## src/hdl/swbc_pkg.sv

```systemverilog
// Shared constants, types and register indexes for the sliding-window base-count check.
// Used by every module of the block; depends on nothing else.
`default_nettype none

package swbc_pkg;

  // Sizing of the window store and the qualifying-window counter.
  localparam int WINDOW_MAX = 1024;
  localparam int COUNT_BITS = 20;
  localparam int PTR_W      = $clog2(WINDOW_MAX);
  localparam int LEN_W      = $clog2(WINDOW_MAX + 1);

  // Symbol coding.
  localparam int NUM_BASES = 4;
  localparam int BASE_W    = 2;
  localparam logic [BASE_W-1:0] BASE_A = 2'd0;
  localparam logic [BASE_W-1:0] BASE_C = 2'd1;
  localparam logic [BASE_W-1:0] BASE_G = 2'd2;
  localparam logic [BASE_W-1:0] BASE_T = 2'd3;

  // Configuration port.
  localparam int CFG_IDX_W  = 3;
  localparam int CFG_DATA_W = 11;
  localparam logic [CFG_IDX_W-1:0] REG_WINDOW_LENGTH = 3'd0;
  localparam logic [CFG_IDX_W-1:0] REG_MIN_A         = 3'd1;
  localparam logic [CFG_IDX_W-1:0] REG_MIN_C         = 3'd2;
  localparam logic [CFG_IDX_W-1:0] REG_MIN_G         = 3'd3;
  localparam logic [CFG_IDX_W-1:0] REG_MIN_T         = 3'd4;

  // Queue between the front and the back.
  localparam int Q_DEPTH = 4;
  localparam int Q_PTR_W = $clog2(Q_DEPTH);
  localparam int Q_CNT_W = $clog2(Q_DEPTH + 1);

  // One classified request as the back sees it.
  typedef struct packed {
    logic [BASE_W-1:0] base;
    logic              start_new;
    logic              evict;
    logic              full;
    logic [BASE_W-1:0] gone;
  } swbc_item_t;

  // Per-base minimums, indexed by base code.
  typedef logic [NUM_BASES-1:0][CFG_DATA_W-1:0] swbc_mins_t;

endpackage

`default_nettype wire

```

## src/hdl/swbc_front.sv

```systemverilog
// Front part: accepts symbols, tracks the window fill and owns the symbol ring.
// Depends on swbc_pkg; feeds classified requests into swbc_fifo.
`default_nettype none

module swbc_front import swbc_pkg::*; (
  input  wire logic              clk,
  input  wire logic              rst_n,
  input  wire logic              seq_clear,
  input  wire logic [LEN_W-1:0]  win_len,
  input  wire logic              in_push,
  output logic                   in_full,
  input  wire logic [BASE_W-1:0] in_base,
  input  wire logic              in_start_new,
  output logic                   q_push,
  output swbc_item_t             q_data,
  input  wire logic              q_full
);

  // Symbol ring, read and written once per accepted request.
  logic [BASE_W-1:0] ring_mem [WINDOW_MAX];
  logic [BASE_W-1:0] ring_rd_r;

  logic [PTR_W-1:0] wp_r, wp_nxt;
  logic [LEN_W-1:0] fill_r, fill_nxt;
  logic             s1_valid_r, s1_valid_nxt;
  swbc_item_t       s1_r, s1_nxt;

  logic             accept;
  logic [LEN_W-1:0] fill_base;
  logic             evict;
  logic [PTR_W-1:0] rd_addr;

  // A request waits in the stage register until the queue has room.
  assign in_full = s1_valid_r & q_full;
  assign accept  = in_push & ~in_full;
  assign q_push  = s1_valid_r & ~q_full;

  // Classify: a full window loses its oldest symbol as the new one enters.
  always_comb begin
    fill_base = in_start_new ? '0 : fill_r;
    evict     = (fill_base >= win_len);
    fill_nxt  = fill_r;
    wp_nxt    = wp_r;
    if (accept) begin
      fill_nxt = evict ? fill_base : fill_base + LEN_W'(1);
      wp_nxt   = wp_r + PTR_W'(1);
    end
    // The oldest symbol sits one window length behind the write pointer.
    rd_addr = wp_r - PTR_W'(win_len);

    s1_nxt           = s1_r;
    s1_nxt.base      = in_base;
    s1_nxt.start_new = in_start_new;
    s1_nxt.evict     = evict;
    s1_nxt.full      = (fill_nxt == win_len);
    s1_nxt.gone      = '0;

    s1_valid_nxt = accept | (s1_valid_r & q_full);
  end

  assign q_data = '{base:      s1_r.base,
                    start_new: s1_r.start_new,
                    evict:     s1_r.evict,
                    full:      s1_r.full,
                    gone:      ring_rd_r};

  // Ring access: the read returns the entry as it was before this write.
  always_ff @(posedge clk) begin
    if (accept) begin
      ring_rd_r         <= ring_mem[rd_addr];
      ring_mem[wp_r]    <= in_base;
    end
  end

  // Stage payload.
  always_ff @(posedge clk) begin
    if (accept) begin
      s1_r <= s1_nxt;
    end
  end

  // Control state.
  always_ff @(posedge clk) begin
    if (!rst_n) begin
      wp_r       <= '0;
      fill_r     <= '0;
      s1_valid_r <= 1'b0;
    end else begin
      wp_r       <= wp_nxt;
      fill_r     <= seq_clear ? '0 : fill_nxt;
      s1_valid_r <= s1_valid_nxt;
    end
  end

endmodule

`default_nettype wire

```

## src/hdl/swbc_fifo.sv

```systemverilog
// Short queue of classified requests between the front and the back.
// Depends on swbc_pkg for the entry type and depth.
`default_nettype none

module swbc_fifo import swbc_pkg::*; (
  input  wire logic       clk,
  input  wire logic       rst_n,
  input  wire logic       push,
  input  wire swbc_item_t push_data,
  output logic            full,
  input  wire logic       pop,
  output swbc_item_t      head,
  output logic            empty
);

  swbc_item_t         slot_r [Q_DEPTH];
  logic [Q_PTR_W-1:0] wr_ptr_r, rd_ptr_r;
  logic [Q_CNT_W-1:0] cnt_r;
  logic               do_push, do_pop;

  assign full    = (cnt_r == Q_CNT_W'(Q_DEPTH));
  assign empty   = (cnt_r == '0);
  assign do_push = push & ~full;
  assign do_pop  = pop & ~empty;
  assign head    = slot_r[rd_ptr_r];

  // Entry storage.
  always_ff @(posedge clk) begin
    if (do_push) begin
      slot_r[wr_ptr_r] <= push_data;
    end
  end

  // Pointers and occupancy.
  always_ff @(posedge clk) begin
    if (!rst_n) begin
      wr_ptr_r <= '0;
      rd_ptr_r <= '0;
      cnt_r    <= '0;
    end else begin
      if (do_push) begin
        wr_ptr_r <= wr_ptr_r + Q_PTR_W'(1);
      end
      if (do_pop) begin
        rd_ptr_r <= rd_ptr_r + Q_PTR_W'(1);
      end
      cnt_r <= cnt_r + Q_CNT_W'(do_push) - Q_CNT_W'(do_pop);
    end
  end

endmodule

`default_nettype wire

```

## src/hdl/swbc_back.sv

```systemverilog
// Back part: updates the per-base counts, checks the minimums and counts qualifying windows.
// Depends on swbc_pkg; takes requests from swbc_fifo and holds the result register.
`default_nettype none

module swbc_back import swbc_pkg::*; (
  input  wire logic              clk,
  input  wire logic              rst_n,
  input  wire logic              seq_clear,
  input  wire swbc_mins_t        mins,
  input  wire logic              q_empty,
  input  wire swbc_item_t        q_head,
  output logic                   q_pop,
  output logic                   out_empty,
  input  wire logic              out_pop,
  output logic                   out_window_full,
  output logic                   out_window_ok,
  output logic [COUNT_BITS-1:0]  out_match_count
);

  logic [NUM_BASES-1:0][LEN_W-1:0] cnt_r, cnt_nxt;
  logic [COUNT_BITS-1:0]           qual_r, qual_nxt;
  logic                            out_valid_r;
  logic                            res_full_r, res_ok_r;

  logic [NUM_BASES-1:0][LEN_W-1:0] cnt_base;
  logic [NUM_BASES-1:0]            meet;
  logic [COUNT_BITS-1:0]           qual_base;
  logic                            ok;

  // Take the next request whenever the result register is free or being drained.
  assign q_pop     = ~q_empty & (~out_valid_r | out_pop);
  assign out_empty = ~out_valid_r;

  // Count update, minimum check and saturating window count.
  always_comb begin
    for (int i = 0; i < NUM_BASES; i++) begin
      cnt_base[i] = q_head.start_new ? '0 : cnt_r[i];
      cnt_nxt[i]  = cnt_base[i];
      if (q_head.evict && (q_head.gone == BASE_W'(i)) && (cnt_base[i] != '0)) begin
        cnt_nxt[i] = cnt_nxt[i] - LEN_W'(1);
      end
      if (q_head.base == BASE_W'(i)) begin
        cnt_nxt[i] = cnt_nxt[i] + LEN_W'(1);
      end
      meet[i] = (32'(cnt_nxt[i]) >= 32'(mins[i]));
    end
    ok        = q_head.full & (&meet);
    qual_base = q_head.start_new ? '0 : qual_r;
    qual_nxt  = qual_base;
    if (ok && (qual_base != '1)) begin
      qual_nxt = qual_base + COUNT_BITS'(1);
    end
  end

  // Result payload.
  always_ff @(posedge clk) begin
    if (q_pop) begin
      res_full_r      <= q_head.full;
      res_ok_r        <= ok;
      out_match_count <= qual_nxt;
    end
  end

  assign out_window_full = res_full_r;
  assign out_window_ok   = res_ok_r;

  // Sequence state and result valid.
  always_ff @(posedge clk) begin
    if (!rst_n) begin
      cnt_r       <= '0;
      qual_r      <= '0;
      out_valid_r <= 1'b0;
    end else begin
      if (seq_clear) begin
        cnt_r  <= '0;
        qual_r <= '0;
      end else if (q_pop) begin
        cnt_r  <= cnt_nxt;
        qual_r <= qual_nxt;
      end
      if (q_pop) begin
        out_valid_r <= 1'b1;
      end else if (out_pop) begin
        out_valid_r <= 1'b0;
      end
    end
  end

endmodule

`default_nettype wire

```

## src/hdl/sliding_window_base_count_check.sv

```systemverilog
// Top level of the sliding-window base-count check: configuration registers and wiring.
// Depends on swbc_pkg, swbc_front, swbc_fifo and swbc_back.
//
//   Channel  | Handshake          | Payload
//   ---------+--------------------+--------------------------------------------------
//   input    | in_push / in_full  | in_base, in_start_new
//   result   | out_empty / out_pop| out_window_full, out_window_ok, out_match_count
//   config   | cfg_we             | cfg_index, cfg_data
//
// One request is taken every cycle while in_full is low; its result passes through the front
// stage, where the ring is read alongside, and through the queue before the back loads the
// result register.
// Reset is synchronous and active low; the ring needs no clearing pass, so requests are
// taken from the first cycle after reset.
// A stalled result side fills the result register, the four-entry queue and the front
// stage, then raises in_full.
`default_nettype none

module sliding_window_base_count_check import swbc_pkg::*; (
  input  wire logic                  clk,
  input  wire logic                  rst_n,
  input  wire logic                  in_push,
  output logic                       in_full,
  input  wire logic [BASE_W-1:0]     in_base,
  input  wire logic                  in_start_new,
  output logic                       out_empty,
  input  wire logic                  out_pop,
  output logic                       out_window_full,
  output logic                       out_window_ok,
  output logic [COUNT_BITS-1:0]      out_match_count,
  input  wire logic                  cfg_we,
  input  wire logic [CFG_IDX_W-1:0]  cfg_index,
  input  wire logic [CFG_DATA_W-1:0] cfg_data
);

  logic [LEN_W-1:0] win_len_r;
  swbc_mins_t       mins_r;
  logic [LEN_W-1:0] len_eff;
  logic             seq_clear;

  logic       q_push, q_full, q_pop, q_empty;
  swbc_item_t q_in, q_head;

  // Window length is held already limited to one through the ring depth.
  always_comb begin
    if (cfg_data == '0) begin
      len_eff = LEN_W'(1);
    end else if (32'(cfg_data) > 32'(WINDOW_MAX)) begin
      len_eff = LEN_W'(WINDOW_MAX);
    end else begin
      len_eff = LEN_W'(cfg_data);
    end
  end

  // A new window length starts a fresh sequence.
  assign seq_clear = cfg_we & (cfg_index == REG_WINDOW_LENGTH);

  // Configuration registers.
  always_ff @(posedge clk) begin
    if (!rst_n) begin
      win_len_r <= LEN_W'(1);
      mins_r    <= '0;
    end else if (cfg_we) begin
      case (cfg_index)
        REG_WINDOW_LENGTH: win_len_r      <= len_eff;
        REG_MIN_A:         mins_r[BASE_A] <= cfg_data;
        REG_MIN_C:         mins_r[BASE_C] <= cfg_data;
        REG_MIN_G:         mins_r[BASE_G] <= cfg_data;
        REG_MIN_T:         mins_r[BASE_T] <= cfg_data;
        default: ;
      endcase
    end
  end

  swbc_front u_front (
    .clk          (clk),
    .rst_n        (rst_n),
    .seq_clear    (seq_clear),
    .win_len      (win_len_r),
    .in_push      (in_push),
    .in_full      (in_full),
    .in_base      (in_base),
    .in_start_new (in_start_new),
    .q_push       (q_push),
    .q_data       (q_in),
    .q_full       (q_full)
  );

  swbc_fifo u_fifo (
    .clk       (clk),
    .rst_n     (rst_n),
    .push      (q_push),
    .push_data (q_in),
    .full      (q_full),
    .pop       (q_pop),
    .head      (q_head),
    .empty     (q_empty)
  );

  swbc_back u_back (
    .clk             (clk),
    .rst_n           (rst_n),
    .seq_clear       (seq_clear),
    .mins            (mins_r),
    .q_empty         (q_empty),
    .q_head          (q_head),
    .q_pop           (q_pop),
    .out_empty       (out_empty),
    .out_pop         (out_pop),
    .out_window_full (out_window_full),
    .out_window_ok   (out_window_ok),
    .out_match_count (out_match_count)
  );

`ifndef SYNTHESIS
  // The front never offers a request to a full queue.
  a_no_overflow: assert property (@(posedge clk) disable iff (!rst_n)
    !(q_push && q_full))
    else $error("request pushed into a full queue");

  // The back never takes from an empty queue.
  a_no_underflow: assert property (@(posedge clk) disable iff (!rst_n)
    !(q_pop && q_empty))
    else $error("request popped from an empty queue");

  // Reset leaves no result waiting.
  a_reset_empty: assert property (@(posedge clk)
    !rst_n |=> out_empty)
    else $error("result shown straight after reset");

  // A qualifying window is always a full one.
  a_ok_needs_full: assert property (@(posedge clk) disable iff (!rst_n)
    !out_empty |-> (!out_window_ok || out_window_full))
    else $error("window reported ok while not full");
`endif

endmodule

`default_nettype wire

```

## config.mk

```make
export PLATFORM = sky130hd
export DESIGN_NAME = sliding_window_base_count_check
export DESIGN_NICKNAME = d
export VERILOG_FILES = /design/src/hdl/swbc_pkg.sv /design/src/hdl/swbc_front.sv /design/src/hdl/swbc_fifo.sv /design/src/hdl/swbc_back.sv /design/src/hdl/sliding_window_base_count_check.sv
export SDC_FILE = /design/constraint.sdc
export NUM_CORES = 2
export LEC_CHECK = 0
export BUFFER_PORTS_ARGS = -buffer_cell sky130_fd_sc_hd__buf_2
export CAP_MARGIN = 10
export CORE_ASPECT_RATIO = 1.2
export CORE_UTILIZATION = 61
export CTS_BUF_LIST = sky130_fd_sc_hd__clkbuf_4 sky130_fd_sc_hd__clkbuf_8
export CTS_CLUSTER_DIAMETER = 30
export DETAILED_ROUTE_END_ITERATION = 6
export PLACE_DENSITY = 0.82
export SLEW_MARGIN = 25
export SYNTH_ARGS = -nofsm -noshare
export SYNTH_HDL_FRONTEND = slang
export SYNTH_SLANG_ARGS = --single-unit
export TNS_END_PERCENT = 1
```

## constraint.sdc

```tcl
create_clock -name clk -period 15.9 [get_ports clk]
set_clock_uncertainty 0.05 [all_clocks]
set_input_delay 2.385 -clock clk [delete_from_list [all_inputs] [get_ports clk]]
set_output_delay 2.385 -clock clk [all_outputs]
set_load 0.01 [all_outputs]
```

==> results.sh <==
export IMPL_clk_latency_ns=1.06
export IMPL_cp_cell_sequence="inv_1 > ha_4 > inv_1 > fa_4 > buf_12 > buf_4 > mux4_2 > nor2b_1 > a211oi_1 > a2111oi_2 > buf_4 > nor4_1 > o2111ai_1 > o41ai_1 > mux2i_1"
export IMPL_peakVddDrop_mv=0.0962
export IMPL_fmax_mhz=154
export IMPL_synth_edf_count=2105
export IMPL_crit_path_end_kind="register"
export IMPL_drc=0
export IMPL_cts_hold_repair_buffers=0
export IMPL_utilization_pct=67.6
export IMPL_outcome="finished clean"
export IMPL_max_slew_worst_pin_slew_ns=1.09
export IMPL_critPathMaxStageDelay_ns=1.23
export IMPL_most_common_layout_cells="edfxtp_1, nor2_1, mux4_2, nand2_1, clkbuf_8"
export IMPL_holdWs_ns=0.405
export IMPL_postCtsSetupBuffers=0
export IMPL_fp_row_count=159
export IMPL_whs_endpoint="mins_r[4]$_SDFFE_PN0P_"
export IMPL_power_mw=14.3
export IMPL_core_area_sq_um=156000
export IMPL_power_density_nw_per_um2=135
export IMPL_ys_flop_type="edfxtp_1"
export IMPL_via_count=57300
export IMPL_ios=46
export IMPL_die_area_sq_um=159000
export IMPL_yosysUniqueCellTypes=81
export IMPL_cts_buffers=375
export IMPL_cts_tree="yes"
export IMPL_maxSlewViolCount=0
export IMPL_cts_buffer_depth=4
export IMPL_grtUsageTotal_pct=31.0
export IMPL_cp_start_kind="register"
export IMPL_reg2reg_depth=15
export IMPL_maxCapViolations=0
export IMPL_r2r_slack_ns=9.41
export IMPL_path_max_fanout=142
export IMPL_layout_commonest_cell="edfxtp_1"
export IMPL_yosysSeqAreaShare_pct=69.1
export IMPL_ys_seq_elements=2256
export IMPL_min_path_type="register to register"
export IMPL_min_period_over_period_pct=40.8
export IMPL_die_w_um=364
export IMPL_fin_crit_ns=6.49
export IMPL_tns_ns=0
export IMPL_htreeDepth=5
export IMPL_place_hpwl_um=137000
export IMPL_die_height_um=436
export IMPL_synth_avg_cell_area_sq_um=15.7
export IMPL_required_ns=16.63
export IMPL_grt_pass1_wl_um=359000
export IMPL_path_class="register to register"
export IMPL_max_slew_margin_pct=26.7
export IMPL_n_fill_cell=9423
export IMPL_gp_congestion=0.885
export IMPL_yosysWarnings=0
export IMPL_routed_wl_um=246000
export IMPL_syn_inst=6128
export IMPL_p_leak_nw=33.3
export IMPL_rsz0062_at_grt="false"
export IMPL_hold_violations=0
export IMPL_fin_nets=6309
export IMPL_grt_overflow=0
export IMPL_reg2reg_to="u_front.ring_rd_r[1]$_DFFE_PP_"
export IMPL_async_reset_ff_share_pct=0
export IMPL_ant_nets=0
export IMPL_area_delta_synth_final_pct=10.3
export IMPL_drtPass1Iterations=6
export IMPL_hold_path_cell_count=2
export IMPL_worstHoldStart="mins_r[4]$_SDFFE_PN0P_"
export IMPL_cts_sinks=2256
export IMPL_path_clk_slew_ns=0.06
export IMPL_clockRootBuffer="clkbuf_8"
export IMPL_grt_pass1_vias=57900
export IMPL_path_buf_inv=5
export IMPL_synth_area_sq_um=95900
export IMPL_crit_path_top_delay_cell="fa_4"
export IMPL_detail_route_wl_per_cell_um=28.6
export IMPL_cp_arrival_ns=7.23
export IMPL_r2r_start="u_front.wp_r[0]$_SDFFE_PN0P_"
export IMPL_grt_max_degree=212
export IMPL_antenna_found_initial=10
export IMPL_initial_core_util_pct=61.3
export IMPL_avgViaCountPerCell=6.67
export IMPL_portBuffers=45
export IMPL_setup_viol=0
export IMPL_synth_fp_nets=6234
export IMPL_drt_iter0_drc=8007
export IMPL_cts_resized=0
export IMPL_drive_above_1_share_pct=22.3
export IMPL_critPathTopFamily="buffers and inverters"
[worst max path at each step]
stage / slack, ns / endpoint / cells after the start / startpoint
global placement: 9.57 / u_front.ring_rd_r[0]$_DFFE_PP_ / 14 / u_front.wp_r[0]$_SDFFE_PN0P_
floorplan: 9.68 / u_back.out_match_count[1]$_DFFE_PP_ / 26 / register
detailed placement: 9.48 / u_front.ring_rd_r[1]$_DFFE_PP_ / 11 / u_front.wp_r[0]$_SDFFE_PN0P_
finish: 9.41 / u_front.ring_rd_r[1]$_DFFE_PP_ / 15 / u_front.wp_r[0]$_SDFFE_PN0P_
CTS: 9.45 / u_front.ring_rd_r[1]$_DFFE_PP_ / 11 / u_front.wp_r[0]$_SDFFE_PN0P_
global route: 9.16 / u_back.qual_r[12]$_SDFFE_PP0P_ / 19 / register
[flip-flops by register name, summed over array words and instances, names as in the netlist, 2 cells and up, named ones only]
signal                  count
mins_r                     44
u_back.cnt_r               44
u_back.out_match_count     20
u_back.qual_r              20
u_fifo.cnt_r                3
u_fifo.rd_ptr_r             2
u_fifo.slot_r              28
u_fifo.wr_ptr_r             2
u_front.fill_r             11
u_front.q_data              5
u_front.ring_mem         2048
u_front.ring_rd_r           2
u_front.wp_r               10
win_len_r                  11
[logic make-up after synthesis]
kind of cell               count (synthesis)  synth area share, %
AOI/OAI and AO/OA                        440                 2.90
xor gates and xnor gates                 105                0.959
adders and majority gates                 84                 1.11
buffers and inverters                    541                 2.30
DFF                                     2256                 69.1
muxes                                    679                 14.8
and+or+nand+nor                         2023                 8.87
[power by group]
part / leakage [nW] / internal (mW) / switching [mW]
Sequential: 20.2 / 6.58 / 0.0853
Combinational: 9.14 / 0.916 / 1.42
Clock: 3.98 / 2.96 / 2.34
[tightest hold or removal path, cell delays in order, from the launching register on]
cell	delay (ns)
dfxtp_1	0.31
nand2_1	0.05
a21oi_1	0.05
[metal layers]
metal	global-route usage [%]	up-vias	part of all wire, %
li1	-	23500	-
met1	37.6	28500	32
met2	50.3	4296	49
met3	7.24	919	12
met4	19.4	8	7.0
met5	0	-	0.023
[synth_stat cells, drive strengths merged, types with 22 or more instances]
library cell,instances,area (sq um)
edfxtp,2105,63200
nor2,1180,4430
mux4,591,13300
nand2,472,1770
clkbuf,348,1310
a21oi,157,793
dfxtp,151,3020
buf,117,613
mux2i,83,831
o21ai,83,415
ha,82,1030
nand3,77,385
inv,75,282
xnor2,63,552
nor3,55,295
a211oi,47,353
nor2b,45,282
xor2,42,368
or3,27,169
and2,24,150
a31oi,23,159
a21o,22,165
and3,22,138
nand4,22,138
[metrics by stage]
step                instances  setup slack [ns]  instance area, sq um
finish                   8581              9.41                106000
global route             8581              9.16                106000
CTS                      8575              9.45                106000
detailed placement       7919              9.48                 98000
global placement         7919              9.57                 98000
floorplan                6128              9.68                 95900
[layout make-up]
| type | instances | area (sq um) | area share [%] |
|---|---|---|---|
| sequential | 2256 | 66200 | 62.6 |
| multi-input combinational | 3331 | 27700 | 26.2 |
| clock buffer | 471 | 5950 | 5.63 |
| tap | 2093 | 2620 | 2.48 |
| clock inverter | 185 | 1750 | 1.65 |
| timing repair buffer | 163 | 1200 | 1.14 |
| inverter | 76 | 285 | 0.270 |
| antenna | 6 | 15.0 | 0.0142 |
Note: power is estimated with default switching activity, not from simulation.
